`src/rtl/core/mme_pkg.sv`:
```
`default_nettype none

package mme_pkg;

    // Default operand width of the exponentiator.
    localparam int OPERAND_BITS_DEF = 96;

    // Widths fixed by the word layout on the ports.
    localparam int FULL_BITS = 96;
    localparam int LOW_BITS = 64;
    localparam int HIGH_BITS = 32;
    localparam int WIDTH_BITS = 7;
    localparam int CFG_INDEX_BITS = 3;
    localparam int CFG_DATA_BITS = 64;

    // Configuration register indexes.
    localparam logic [CFG_INDEX_BITS-1:0] REG_MODULUS_LOW = 3'd0;
    localparam logic [CFG_INDEX_BITS-1:0] REG_MODULUS_HIGH = 3'd1;
    localparam logic [CFG_INDEX_BITS-1:0] REG_RSQUARE_LOW = 3'd2;
    localparam logic [CFG_INDEX_BITS-1:0] REG_RSQUARE_HIGH = 3'd3;
    localparam logic [CFG_INDEX_BITS-1:0] REG_MODULUS_WIDTH = 3'd4;

    // Reset values of the configuration registers.
    localparam logic [WIDTH_BITS-1:0] MODULUS_WIDTH_RESET = 7'd96;

    typedef struct packed {
        logic [HIGH_BITS-1:0] base_high;
        logic [LOW_BITS-1:0]  base_low;
        logic [HIGH_BITS-1:0] exponent_high;
        logic [LOW_BITS-1:0]  exponent_low;
    } in_word_t;

    typedef struct packed {
        logic [HIGH_BITS-1:0] power_high;
        logic [LOW_BITS-1:0]  power_low;
    } out_word_t;

endpackage

`default_nettype wire

```
`src/rtl/core/mme_mont.sv`:
```
`default_nettype none

// Radix-2 Montgomery multiplier: one add-and-shift step per cycle, then one
// conditional subtraction of the modulus.
module mme_mont #(
    parameter int OPERAND_BITS = mme_pkg::OPERAND_BITS_DEF
) (
    input  logic                            clk,
    input  logic                            rst_n,
    input  logic                            start,
    input  logic [OPERAND_BITS-1:0]         x,
    input  logic [OPERAND_BITS-1:0]         y,
    input  logic [OPERAND_BITS-1:0]         m,
    input  logic [mme_pkg::WIDTH_BITS-1:0]  steps,
    output logic                            done,
    output logic [OPERAND_BITS-1:0]         result
);
    import mme_pkg::*;

    localparam int W = OPERAND_BITS;

    typedef enum logic [3:0] {
        M_IDLE = 4'b0001,
        M_PREP = 4'b0010,
        M_STEP = 4'b0100,
        M_SUB  = 4'b1000
    } mul_state_t;

    mul_state_t            state_reg;
    mul_state_t            state_next;
    logic [W-1:0]          x_reg;
    logic [W:0]            ym_reg;
    logic [W:0]            t_reg;
    logic [WIDTH_BITS-1:0] cnt_reg;
    logic                  done_reg;
    logic [W-1:0]          result_reg;

    logic                  xi;
    logic                  n;
    logic [W:0]            addend;
    logic [W+1:0]          sum;
    logic [W+1:0]          diff;
    logic [WIDTH_BITS-1:0] cnt_inc;

    assign xi = x_reg[0];
    assign n = t_reg[0] ^ (xi & y[0]);
    assign cnt_inc = cnt_reg + 1'b1;

    always_comb
    begin
        case ({xi, n})
            2'b00:   addend = '0;
            2'b01:   addend = {1'b0, m};
            2'b10:   addend = {1'b0, y};
            default: addend = ym_reg;
        endcase
    end

    assign sum = {1'b0, t_reg} + {1'b0, addend};
    assign diff = {1'b0, t_reg} - {2'b00, m};

    always_comb
    begin
        state_next = state_reg;
        unique case (state_reg)
            M_IDLE:
            begin
                if (start)
                begin
                    state_next = M_PREP;
                end
            end
            M_PREP:
            begin
                state_next = (steps == '0) ? M_SUB : M_STEP;
            end
            M_STEP:
            begin
                if (cnt_inc == steps)
                begin
                    state_next = M_SUB;
                end
            end
            M_SUB:
            begin
                state_next = M_IDLE;
            end
            default:
            begin
                state_next = M_IDLE;
            end
        endcase
    end

    always_ff @(posedge clk or negedge rst_n)
    begin
        if (!rst_n)
        begin
            state_reg <= M_IDLE;
            done_reg  <= 1'b0;
        end
        else
        begin
            state_reg <= state_next;
            done_reg  <= (state_reg == M_SUB);
        end
    end

    always_ff @(posedge clk)
    begin
        if (state_reg == M_PREP)
        begin
            ym_reg  <= {1'b0, y} + {1'b0, m};
            t_reg   <= '0;
            cnt_reg <= '0;
            x_reg   <= x;
        end
        else if (state_reg == M_STEP)
        begin
            t_reg   <= sum[W+1:1];
            cnt_reg <= cnt_inc;
            x_reg   <= {1'b0, x_reg[W-1:1]};
        end
        if (state_reg == M_SUB)
        begin
            // A borrow out of the top bit means the sum was below the modulus.
            result_reg <= diff[W+1] ? t_reg[W-1:0] : diff[W-1:0];
        end
    end

    assign done = done_reg;
    assign result = result_reg;

endmodule

`default_nettype wire

```
`src/rtl/core/montgomery_modexp_96bit_core.sv`:
```
// Modular exponentiator: power = base ^ exponent mod modulus.
// Input channel (in_valid, in_stall, in_data) carries one word with a base
// and an exponent; the base must be below the modulus. The output channel
// (out_valid, out_stall, out_data) returns one word with the power.
// The modulus, R^2 mod modulus and the Montgomery width n are set through
// the write port (cfg_write, cfg_index, cfg_data); the user must write them
// only while the block is idle, as the block itself does not enforce this.
// The exponent is scanned from its least significant bit. Every product is
// formed by a single shared Montgomery multiplier, one add-and-shift step
// per cycle. With L the bit length of the exponent and k its number of set
// bits, a word needs L + k + 3 products. One word is worked on at a time:
// in_stall is high from acceptance until the result has been moved to the
// output register, and the next word can be taken once the block is idle
// again. A result waiting in the output register does not block the next
// input word; if the receiver is still stalling when a new result is ready,
// the block holds it internally, with in_stall high, until the output
// register frees. Reset clears the sequencer and the output valid, and
// loads modulus 1, R^2 = 0 and n = 96.
`default_nettype none

module montgomery_modexp_96bit_core #(
    parameter int OPERAND_BITS = mme_pkg::OPERAND_BITS_DEF
) (
    input  logic                               clk,
    input  logic                               rst_n,
    input  logic                               in_valid,
    output logic                               in_stall,
    input  mme_pkg::in_word_t                  in_data,
    output logic                               out_valid,
    input  logic                               out_stall,
    output mme_pkg::out_word_t                 out_data,
    input  logic                               cfg_write,
    input  logic [mme_pkg::CFG_INDEX_BITS-1:0] cfg_index,
    input  logic [mme_pkg::CFG_DATA_BITS-1:0]  cfg_data
);
    import mme_pkg::*;

    localparam int W = OPERAND_BITS;

    // The sequencer walks through the products of one exponentiation.
    typedef enum logic [7:0] {
        S_IDLE       = 8'b00000001,
        S_ENTER_ONE  = 8'b00000010,
        S_ENTER_BASE = 8'b00000100,
        S_CHECK      = 8'b00001000,
        S_MUL        = 8'b00010000,
        S_SQR        = 8'b00100000,
        S_EXIT       = 8'b01000000,
        S_DONE       = 8'b10000000
    } seq_state_t;

    seq_state_t            state_reg;
    seq_state_t            state_next;
    logic                  start_reg;
    logic                  start_next;

    // Configuration registers.
    logic [W-1:0]          modulus_reg;
    logic [W-1:0]          modulus_next;
    logic [W-1:0]          rsquare_reg;
    logic [W-1:0]          rsquare_next;
    logic [WIDTH_BITS-1:0] width_reg;
    logic [WIDTH_BITS-1:0] width_next;
    logic [FULL_BITS-1:0]  modulus_full;
    logic [FULL_BITS-1:0]  rsquare_full;

    // Working operands.
    logic [W-1:0]          base_reg;
    logic [W-1:0]          exp_reg;
    logic [W-1:0]          acc_reg;
    logic [W-1:0]          sq_reg;
    logic [FULL_BITS-1:0]  base_in;
    logic [FULL_BITS-1:0]  exp_in;
    logic [FULL_BITS-1:0]  power_full;

    logic                  out_valid_reg;
    out_word_t             out_data_reg;

    logic [W-1:0]          mul_x;
    logic [W-1:0]          mul_y;
    logic                  mul_done;
    logic [W-1:0]          mul_result;
    logic                  accept;
    logic                  out_free;

    assign in_stall = (state_reg != S_IDLE);
    assign accept = in_valid && (state_reg == S_IDLE);
    assign out_free = !out_valid_reg || !out_stall;

    // Register writes go through the full 96-bit view, so that the halves
    // land correctly whatever the operand width.
    assign modulus_full = FULL_BITS'(modulus_reg);
    assign rsquare_full = FULL_BITS'(rsquare_reg);

    always_comb
    begin
        modulus_next = modulus_reg;
        rsquare_next = rsquare_reg;
        width_next = width_reg;
        if (cfg_write)
        begin
            unique case (cfg_index)
                REG_MODULUS_LOW:
                begin
                    modulus_next = W'({modulus_full[FULL_BITS-1:LOW_BITS], cfg_data});
                end
                REG_MODULUS_HIGH:
                begin
                    modulus_next = W'({cfg_data[HIGH_BITS-1:0],
                                       modulus_full[LOW_BITS-1:0]});
                end
                REG_RSQUARE_LOW:
                begin
                    rsquare_next = W'({rsquare_full[FULL_BITS-1:LOW_BITS], cfg_data});
                end
                REG_RSQUARE_HIGH:
                begin
                    rsquare_next = W'({cfg_data[HIGH_BITS-1:0],
                                       rsquare_full[LOW_BITS-1:0]});
                end
                REG_MODULUS_WIDTH:
                begin
                    width_next = cfg_data[WIDTH_BITS-1:0];
                end
                default:
                begin
                    width_next = width_reg;
                end
            endcase
        end
    end

    always_ff @(posedge clk or negedge rst_n)
    begin
        if (!rst_n)
        begin
            modulus_reg <= W'(1);
            rsquare_reg <= '0;
            width_reg   <= MODULUS_WIDTH_RESET;
        end
        else
        begin
            modulus_reg <= modulus_next;
            rsquare_reg <= rsquare_next;
            width_reg   <= width_next;
        end
    end

    // Operand selection for the shared multiplier. The operands stay put for
    // the whole product because acc and sq change only when it finishes.
    always_comb
    begin
        unique case (state_reg)
            S_ENTER_ONE:
            begin
                mul_x = W'(1);
                mul_y = rsquare_reg;
            end
            S_ENTER_BASE:
            begin
                mul_x = base_reg;
                mul_y = rsquare_reg;
            end
            S_MUL:
            begin
                mul_x = acc_reg;
                mul_y = sq_reg;
            end
            S_SQR:
            begin
                mul_x = sq_reg;
                mul_y = sq_reg;
            end
            S_EXIT:
            begin
                mul_x = acc_reg;
                mul_y = W'(1);
            end
            default:
            begin
                mul_x = acc_reg;
                mul_y = sq_reg;
            end
        endcase
    end

    always_comb
    begin
        state_next = state_reg;
        unique case (state_reg)
            S_IDLE:
            begin
                if (in_valid)
                begin
                    state_next = S_ENTER_ONE;
                end
            end
            S_ENTER_ONE:
            begin
                if (mul_done)
                begin
                    state_next = S_ENTER_BASE;
                end
            end
            S_ENTER_BASE:
            begin
                if (mul_done)
                begin
                    state_next = S_CHECK;
                end
            end
            S_CHECK:
            begin
                if (exp_reg == '0)
                begin
                    state_next = S_EXIT;
                end
                else if (exp_reg[0])
                begin
                    state_next = S_MUL;
                end
                else
                begin
                    state_next = S_SQR;
                end
            end
            S_MUL:
            begin
                if (mul_done)
                begin
                    state_next = S_SQR;
                end
            end
            S_SQR:
            begin
                if (mul_done)
                begin
                    state_next = S_CHECK;
                end
            end
            S_EXIT:
            begin
                if (mul_done)
                begin
                    state_next = S_DONE;
                end
            end
            S_DONE:
            begin
                if (out_free)
                begin
                    state_next = S_IDLE;
                end
            end
            default:
            begin
                state_next = S_IDLE;
            end
        endcase
    end

    // A product is launched on every entry into a multiplying state.
    assign start_next = (state_next != state_reg) &&
                        ((state_next == S_ENTER_ONE) || (state_next == S_ENTER_BASE) ||
                         (state_next == S_MUL) || (state_next == S_SQR) ||
                         (state_next == S_EXIT));

    always_ff @(posedge clk or negedge rst_n)
    begin
        if (!rst_n)
        begin
            state_reg     <= S_IDLE;
            start_reg     <= 1'b0;
            out_valid_reg <= 1'b0;
        end
        else
        begin
            state_reg <= state_next;
            start_reg <= start_next;
            if ((state_reg == S_DONE) && out_free)
            begin
                out_valid_reg <= 1'b1;
            end
            else if (!out_stall)
            begin
                out_valid_reg <= 1'b0;
            end
        end
    end

    assign base_in = {in_data.base_high, in_data.base_low};
    assign exp_in = {in_data.exponent_high, in_data.exponent_low};
    assign power_full = FULL_BITS'(acc_reg);

    always_ff @(posedge clk)
    begin
        if (accept)
        begin
            base_reg <= base_in[W-1:0];
            exp_reg  <= exp_in[W-1:0];
        end
        if (mul_done)
        begin
            if ((state_reg == S_ENTER_ONE) || (state_reg == S_MUL) ||
                (state_reg == S_EXIT))
            begin
                acc_reg <= mul_result;
            end
            if ((state_reg == S_ENTER_BASE) || (state_reg == S_SQR))
            begin
                sq_reg <= mul_result;
            end
            if (state_reg == S_SQR)
            begin
                exp_reg <= {1'b0, exp_reg[W-1:1]};
            end
        end
        if ((state_reg == S_DONE) && out_free)
        begin
            out_data_reg.power_low  <= power_full[LOW_BITS-1:0];
            out_data_reg.power_high <= power_full[FULL_BITS-1:LOW_BITS];
        end
    end

    mme_mont #(
        .OPERAND_BITS(OPERAND_BITS)
    ) u_mont (
        .clk    (clk),
        .rst_n  (rst_n),
        .start  (start_reg),
        .x      (mul_x),
        .y      (mul_y),
        .m      (modulus_reg),
        .steps  (width_reg),
        .done   (mul_done),
        .result (mul_result)
    );

    assign out_valid = out_valid_reg;
    assign out_data = out_data_reg;

endmodule

`default_nettype wire

```
`config.mk`:
```
export PLATFORM = sky130hd
export DESIGN_NAME = montgomery_modexp_96bit_core
export DESIGN_NICKNAME = d
export VERILOG_FILES = /design/src/rtl/core/mme_pkg.sv /design/src/rtl/core/mme_mont.sv /design/src/rtl/core/montgomery_modexp_96bit_core.sv
export SDC_FILE = /design/constraint.sdc
export NUM_CORES = 2
export LEC_CHECK = 0
export BUFFER_PORTS_ARGS = -buffer_cell sky130_fd_sc_hd__buf_2
export CELL_PAD_IN_SITES_DETAIL_PLACEMENT = 0
export CELL_PAD_IN_SITES_GLOBAL_PLACEMENT = 1
export CORE_AREA = 2 2 371 373
export CTS_CLUSTER_DIAMETER = 200
export DETAILED_ROUTE_END_ITERATION = 8
export DIE_AREA = 0 0 373 375
export HOLD_SLACK_MARGIN = 0.1
export PLACE_DENSITY = 0.75
export SETUP_SLACK_MARGIN = 0.3
export SLEW_MARGIN = 0
export SYNTH_ARGS = -nofsm -noshare
export SYNTH_HDL_FRONTEND = slang
export SYNTH_SLANG_ARGS = --single-unit
```
`constraint.sdc`:
```
create_clock -name clk -period 32.1 [get_ports clk]
set_input_delay 3.21 -clock clk [delete_from_list [all_inputs] [get_ports clk]]
set_output_delay 3.21 -clock clk [all_outputs]
set_load 0.005 [all_outputs]
```
==> Yosys cells after proc, flatten, opt, wreduce, memory -nomap -nowiden <==
Cells that the tools add are included.
{ "totals": {"ff_bits": 1087, "word_cells": 114, "output_inout_bits": 98, "inputBits": 264} }
{ "classes": {"n_eq_ne": 29, "bitwise": 6, "addsub": 4, "n_reduce_logical": 28, "mux": 26} }
{ "op_table": {"columns": ["op", "n"], "rows": [
  ["$mux W96", 6],
  ["$pmux W96 S2", 3],
  ["$pmux W97 S3", 1],
  ["$pmux W96 S3", 1],
  ["$add A97 B97 Y98", 1],
  ["$sub A97 B96 Y98", 1],
  ["$add A96 B96 Y97", 1],
  ["$logic_not A96 Y1", 1],
  ["$pmux W8 S7", 1],
  ["$mux W8", 6],
  ["$eq A8 B2 Y1 const B", 2],
  ["$eq A8 B3 Y1 const B", 2],
  ["$eq A8 B5 Y1 const B", 2],
  ["$eq A8 B6 Y1 const B", 2],
  ["$eq A8 B7 Y1 const B", 2],
  ["$mux W4", 3],
  ["$pmux W4 S3", 1],
  ["$reduce_and A3 Y1", 4],
  ["$eq A8 B1 Y1 const B", 1],
  ["$eq A8 B4 Y1 const B", 1],
  ["$eq A8 B8 Y1 const B", 1],
  ["$logic_or A1 B1 Y1", 8],
  ["$ne A8 B1 Y1 const B", 1],
  ["$ne A8 B8 Y1", 1],
  ["other kinds (27)", 40]
]} }

==> Logic depth before layout (Yosys ltp) <==
{ "depth": {"word_depth": 10, "depth_mapped": 23} }

==> Modules after synthesis <==
From an unflattened synthesis, not the netlist that was laid out.
{ "unflattened": {"hier_cells": 5883, "area_unflattened_um2": 60932.2} }
{ "by_module_without_submodules": {"columns": ["mod", "area_per_inst_um2", "cells_each", "instances"], "rows": [
  ["mme_mont", 34717.0, 4207, 1],
  ["montgomery_modexp_96bit_core", 26215.1, 1676, 1]
]} }

==> Least setup slack after synthesis <==
Ideal clock, no wire load.
{ "synth_path": {"path_kind": "reg-to-reg", "from": "register u_mont.state_reg[3]", "to": "register u_mont.done_reg (netlist: u_mont.done)", "period_less_slack_ns": 11.448, "setup_time_ns": 1.117, "path_stages_with_launch": 2, "path_slack_ns": 20.652, "arrival_time_ns": 10.331, "required_ns": 30.983, "n_path_buf": 0, "path_cell_list": "dfrtp_1 > nor4b_1"} }
{ "synth_via": {"elab_chain_len": 1} }
{ "synth_rtl": {"columns": ["element", "line", "text"], "rows": [
  ["from (decl)", "mme_mont.sv:29", "mul_state_t state_reg;"],
  ["from (signal assigned)", "mme_mont.sv:104", "state_reg <= state_next;"],
  ["$eq A4 B4 Y1", "mme_mont.sv:105", "done_reg <= (state_reg == M_SUB);"],
  ["to (signal assigned)", "mme_mont.sv:105", null],
  ["to (decl)", "mme_mont.sv:35", "logic done_reg;"]
]} }
Every way passes these cells.
A chain may end at the register's enable or synchronous reset.

==> Final worst setup path <==
{ "layout_path": {"from": "register state_reg[5]", "to": "register u_mont.t_reg[95]"} }
{ "layout_via": {"elab_chain_len": 8, "elab_cells_between_ends": 12, "cone_classes": "1 x add/sub; 5 x eq/ne; 2 x mux; 2 x bitwise; 2 x reduce/logical"} }
{ "layout_rtl": {"columns": ["element", "line", "text"], "rows": [
  ["from (decl)", "montgomery_modexp_96bit_core.sv:52", "seq_state_t state_reg;"],
  ["from (signal assigned)", "montgomery_modexp_96bit_core.sv:278", "state_reg <= state_next;"],
  ["$eq A8 B2 Y1 / $eq A8 B3 Y1 (equally long branches)", "montgomery_modexp_96bit_core.sv:153", "unique case (state_reg)"],
  ["$reduce_or A2 Y1 (no line)", null, null],
  ["$pmux W96 S2 (*)", "montgomery_modexp_96bit_core.sv:153", null],
  ["$and A1 B1 Y1", "mme_mont.sv:46", "assign n = t_reg[0] ^ (xi & y[0]);"],
  ["$xor A1 B1 Y1", "mme_mont.sv:46", null],
  ["$eq A2 B2 Y1 (tied with other cells)", "mme_mont.sv:51", "case ({xi, n})"],
  ["$pmux W97 S3 (*)", "mme_mont.sv:51", null],
  ["$add A97 B97 Y98 (*)", "mme_mont.sv:59", "assign sum = {1'b0, t_reg} + {1'b0, addend};"],
  ["to (signal assigned)", "mme_mont.sv:120", "t_reg <= sum[W+1:1];"],
  ["to (decl)", "mme_mont.sv:33", "logic [W:0] t_reg;"]
]} }
Mark *: on every way between the ends. The rest lies on a longest branch, timed or not.

==> impl_metrics.json <==
{
  "status": "completed",
  "crit_cells": 21,
  "core.rowCount": 136,
  "crit_chain": "or3_1, o21ai_0, o2111ai_1, nor2_1, xnor2_2, buf_4, buf_4, mux2i_1, o21ai_0, ha_1, a21oi_1, o21ai_0, a22oi_1, a2111oi_0, o311ai_1, o211ai_2, a21oi_2, o41ai_2, a32oi_1, mux2i_1, a221o_1",
  "synth.top_cell.area_share_pct": 33.3,
  "slowest_stage": "buf_4",
  "synth_cell_type_count": 101,
  "root_buffer": "clkbuf_16",
  "synth.ff_latch_count": 1087,
  "finalSetupViolCount": 0,
  "wl_per_cell_microns": 25.4,
  "synth-warning-count": 0,
  "port-buffer-count": 361,
  "cp_data_required_time_ns": 32.76,
  "use_met1_pct": 42.1,
  "arrival_ns": 8.05,
  "synth_top_cell_by_area": "edfxtp_1",
  "route.detailed.drc": 0,
  "cp_top_family": "compound AO/OA/AOI/OAI gates",
  "fin_crit_ns": 7.40,
  "ff_latch_area_sq_um": 29600,
  "routed_wl_microns": 210000,
  "busiest_layer": "met2",
  "syn_to_final_growth_pct": 11.9,
  "syn_nets": 6766,
  "grt_max_degree": 132,
  "power.internal_mw": 3.35,
  "fin_crit_sh_pct": 23.0,
  "grt_pass1_vias": 47500,
  "track_usage_pct": 29.3,
  "fin_nets": 6934,
  "synthTopCellsByCount": "956 x nand2_1, 673 x edfxtp_1, 541 x o21ai_0, 430 x a21oi_1, 305 x clkbuf_1",
  "grt_overflow": 0,
  "syn_area_per_cell_sq_um": 9.77,
  "die_height_microns": 375,
  "synth_edf_count": 673,
  "clk_path_buf_depth": 3,
  "power_density_nw_per_um2": 81.8,
  "fin_util_pct": 49.8,
  "dp.final_hpwl_microns": 159000,
  "cts_made_buffers": 118,
  "ys_async_sr_fraction_pct": 19.7,
  "critPathCaptureType": "flip-flop",
  "ys.flop_type": "edfxtp_1",
  "drive_gt1_share_pct": 12.5,
  "antenna_found_initial": 11,
  "syn_inst": 6204,
  "io_pins": 362,
  "power_frac_comb_pct": 39.8,
  "rsz0062_at_grt": "no",
  "grt_pass1_wl_microns": 312000,
  "power_frac_clock_pct": 25.5,
  "p_leak_nw": 27.3,
  "drt_iter0_markers": 4801,
  "synthTopCellsByArea": "edfxtp_1 33%, dfrtp_1 8.6%, dfxtp_1 6.6%, ha_1 6.1%, nand2_1 5.9%",
  "core_area_sq_um": 136000,
  "yosysMostFrequentCell": "nand2_1",
  "vias": 49900,
  "initial_core_util_pct": 44.5,
  "cts_resized": 0,
  "fillers": 12600,
  "die_x_microns": 373,
  "viasPerCell": 6.03,
  "dr.pass1.iters": 6,
  "cts_max_level": 3,
  "p_switching_mw": 2.20,
  "cts_tree": "yes",
  "drv_slew": 0,
  "fin_skew_ns": 0.0540,
  "globalplace.congestion": 0.969,
  "grt_use_met2_pct": 45.0,
  "hold_viol": 0,
  "ant_nets": 0,
  "critical_path.max_stage_delay_ns": 0.76,
  "tightestPinTransition_ns": 1.29,
  "critPathBufInv": 2,
  "worstSetupPathType": "flip-flop to flip-flop",
  "gr-usage-met3_pct": 4.49,
  "multi_input_area_sq_um": 29000,
  "ff2ff_path_depth": 21,
  "power_frac_seq_pct": 34.7,
  "cts_hold_buf": 0,
  "synth-seq-area-share_pct": 48.8,
  "cap_violations": 0,
  "post_cts_buffers": 0,
  "clock-sinks": 1087,
  "crit_top_cell": "o21ai_0",
  "tns_ns": 0,
  "min_path_type": "flip-flop to flip-flop",
  "die_area_sq_um": 140000,
  "finalPower_mw": 5.55,
  "fmax_mhz": 135,
  "switching_share_pct": 39.6,
  "clkLatencyLatePin_ns": 0.78,
  "max-slew-margin-rel_pct": 13.2,
  "syn-cell-area_sq_um": 60600,
  "ir_drop_v": 0.0000741,
  "path_max_fanout": 43,
  "startpoint_type": "flip-flop",
  "worstHoldPathCells": 0,
  "cts.clk_slew.worst_paths_ns": 0.07
}
[area by class of cell]
cell class	instances	share of cell area (%)
sequential	1087	43.6
clock buffer	155	4.72
clock inverter	71	1.16
antenna	4	0.0147
tap	1794	3.31
inverter	194	1.08
multi-input combinational	4548	42.8
timing repair buffer	423	3.38
[cells in the final DEF (no fill, tap or decap), drive strengths merged, types with 200 or more instances in the layout]
cell / netlist / routed
nand2: 956 / 956
dfxtp: 200 / 200
a21oi: 439 / 439
nor2: 282 / 282
inv: 194 / 201
dfrtp: 209 / 209
ha: 295 / 295
buf: 69 / 423
edfxtp: 673 / 673
o21ai: 696 / 696
[per-layer routing]
layer  up-vias  routed length, microns
li1      23100                       -
met1     24600                   94800
met2      1868                   92600
met3       305                   15400
met4         6                    7520
met5         -                      52
[through the flow]
stage	hold WS (ns)	area [sq um]	setup WS (ns)	instances
finish	0.438	67900	24.70	8276
global route	0.441	67900	24.23	8275
CTS	0.435	67900	24.83	8272
detailed placement	0.428	63900	24.92	8046
global placement	0.423	63900	25.04	8046
floorplan	0.417	60600	20.65	6204
[final timing paths]
check | end | slack, ns | start
max | u_mont.t_reg[95] | 24.70 | state_reg[5]
min | out_data[88] | 0.44 | acc_reg[88]
max reg2reg | u_mont.t_reg[95] | 24.70 | state_reg[5]
min reg2reg | out_data[88] | 0.44 | acc_reg[88]
max in group asynchronous | modulus_full[12] | 28.00 | rst_n
min in group asynchronous | rsquare_full[57] | 2.35 | rst_n
[power groups by stage]
| stage | sequential, mW | combinational, mW | clock [mW] |
|---|---|---|---|
| final | 1.93 | 2.21 | 1.42 |
| after global routing | 1.94 | 2.41 | 1.49 |
| after CTS | 1.92 | 2.17 | 1.44 |
| after detailed placement | 1.95 | 2.16 | 0 |
| after global placement | 1.95 | 2.15 | 0 |
| after floorplan | 1.88 | 1.56 | 0 |
[kinds of logic after synthesis]
family,after synthesis,synth area share (%)
and+or+nand+nor,1896,14.2
AOI/OAI and AO/OA,1774,18.0
DFF,1087,48.8
buffers and inverters,569,3.62
muxes,302,5.21
adders and majority gates,298,6.19
xor gates and xnor gates,278,4.02
Note: power is estimated with default switching activity, not from simulation.
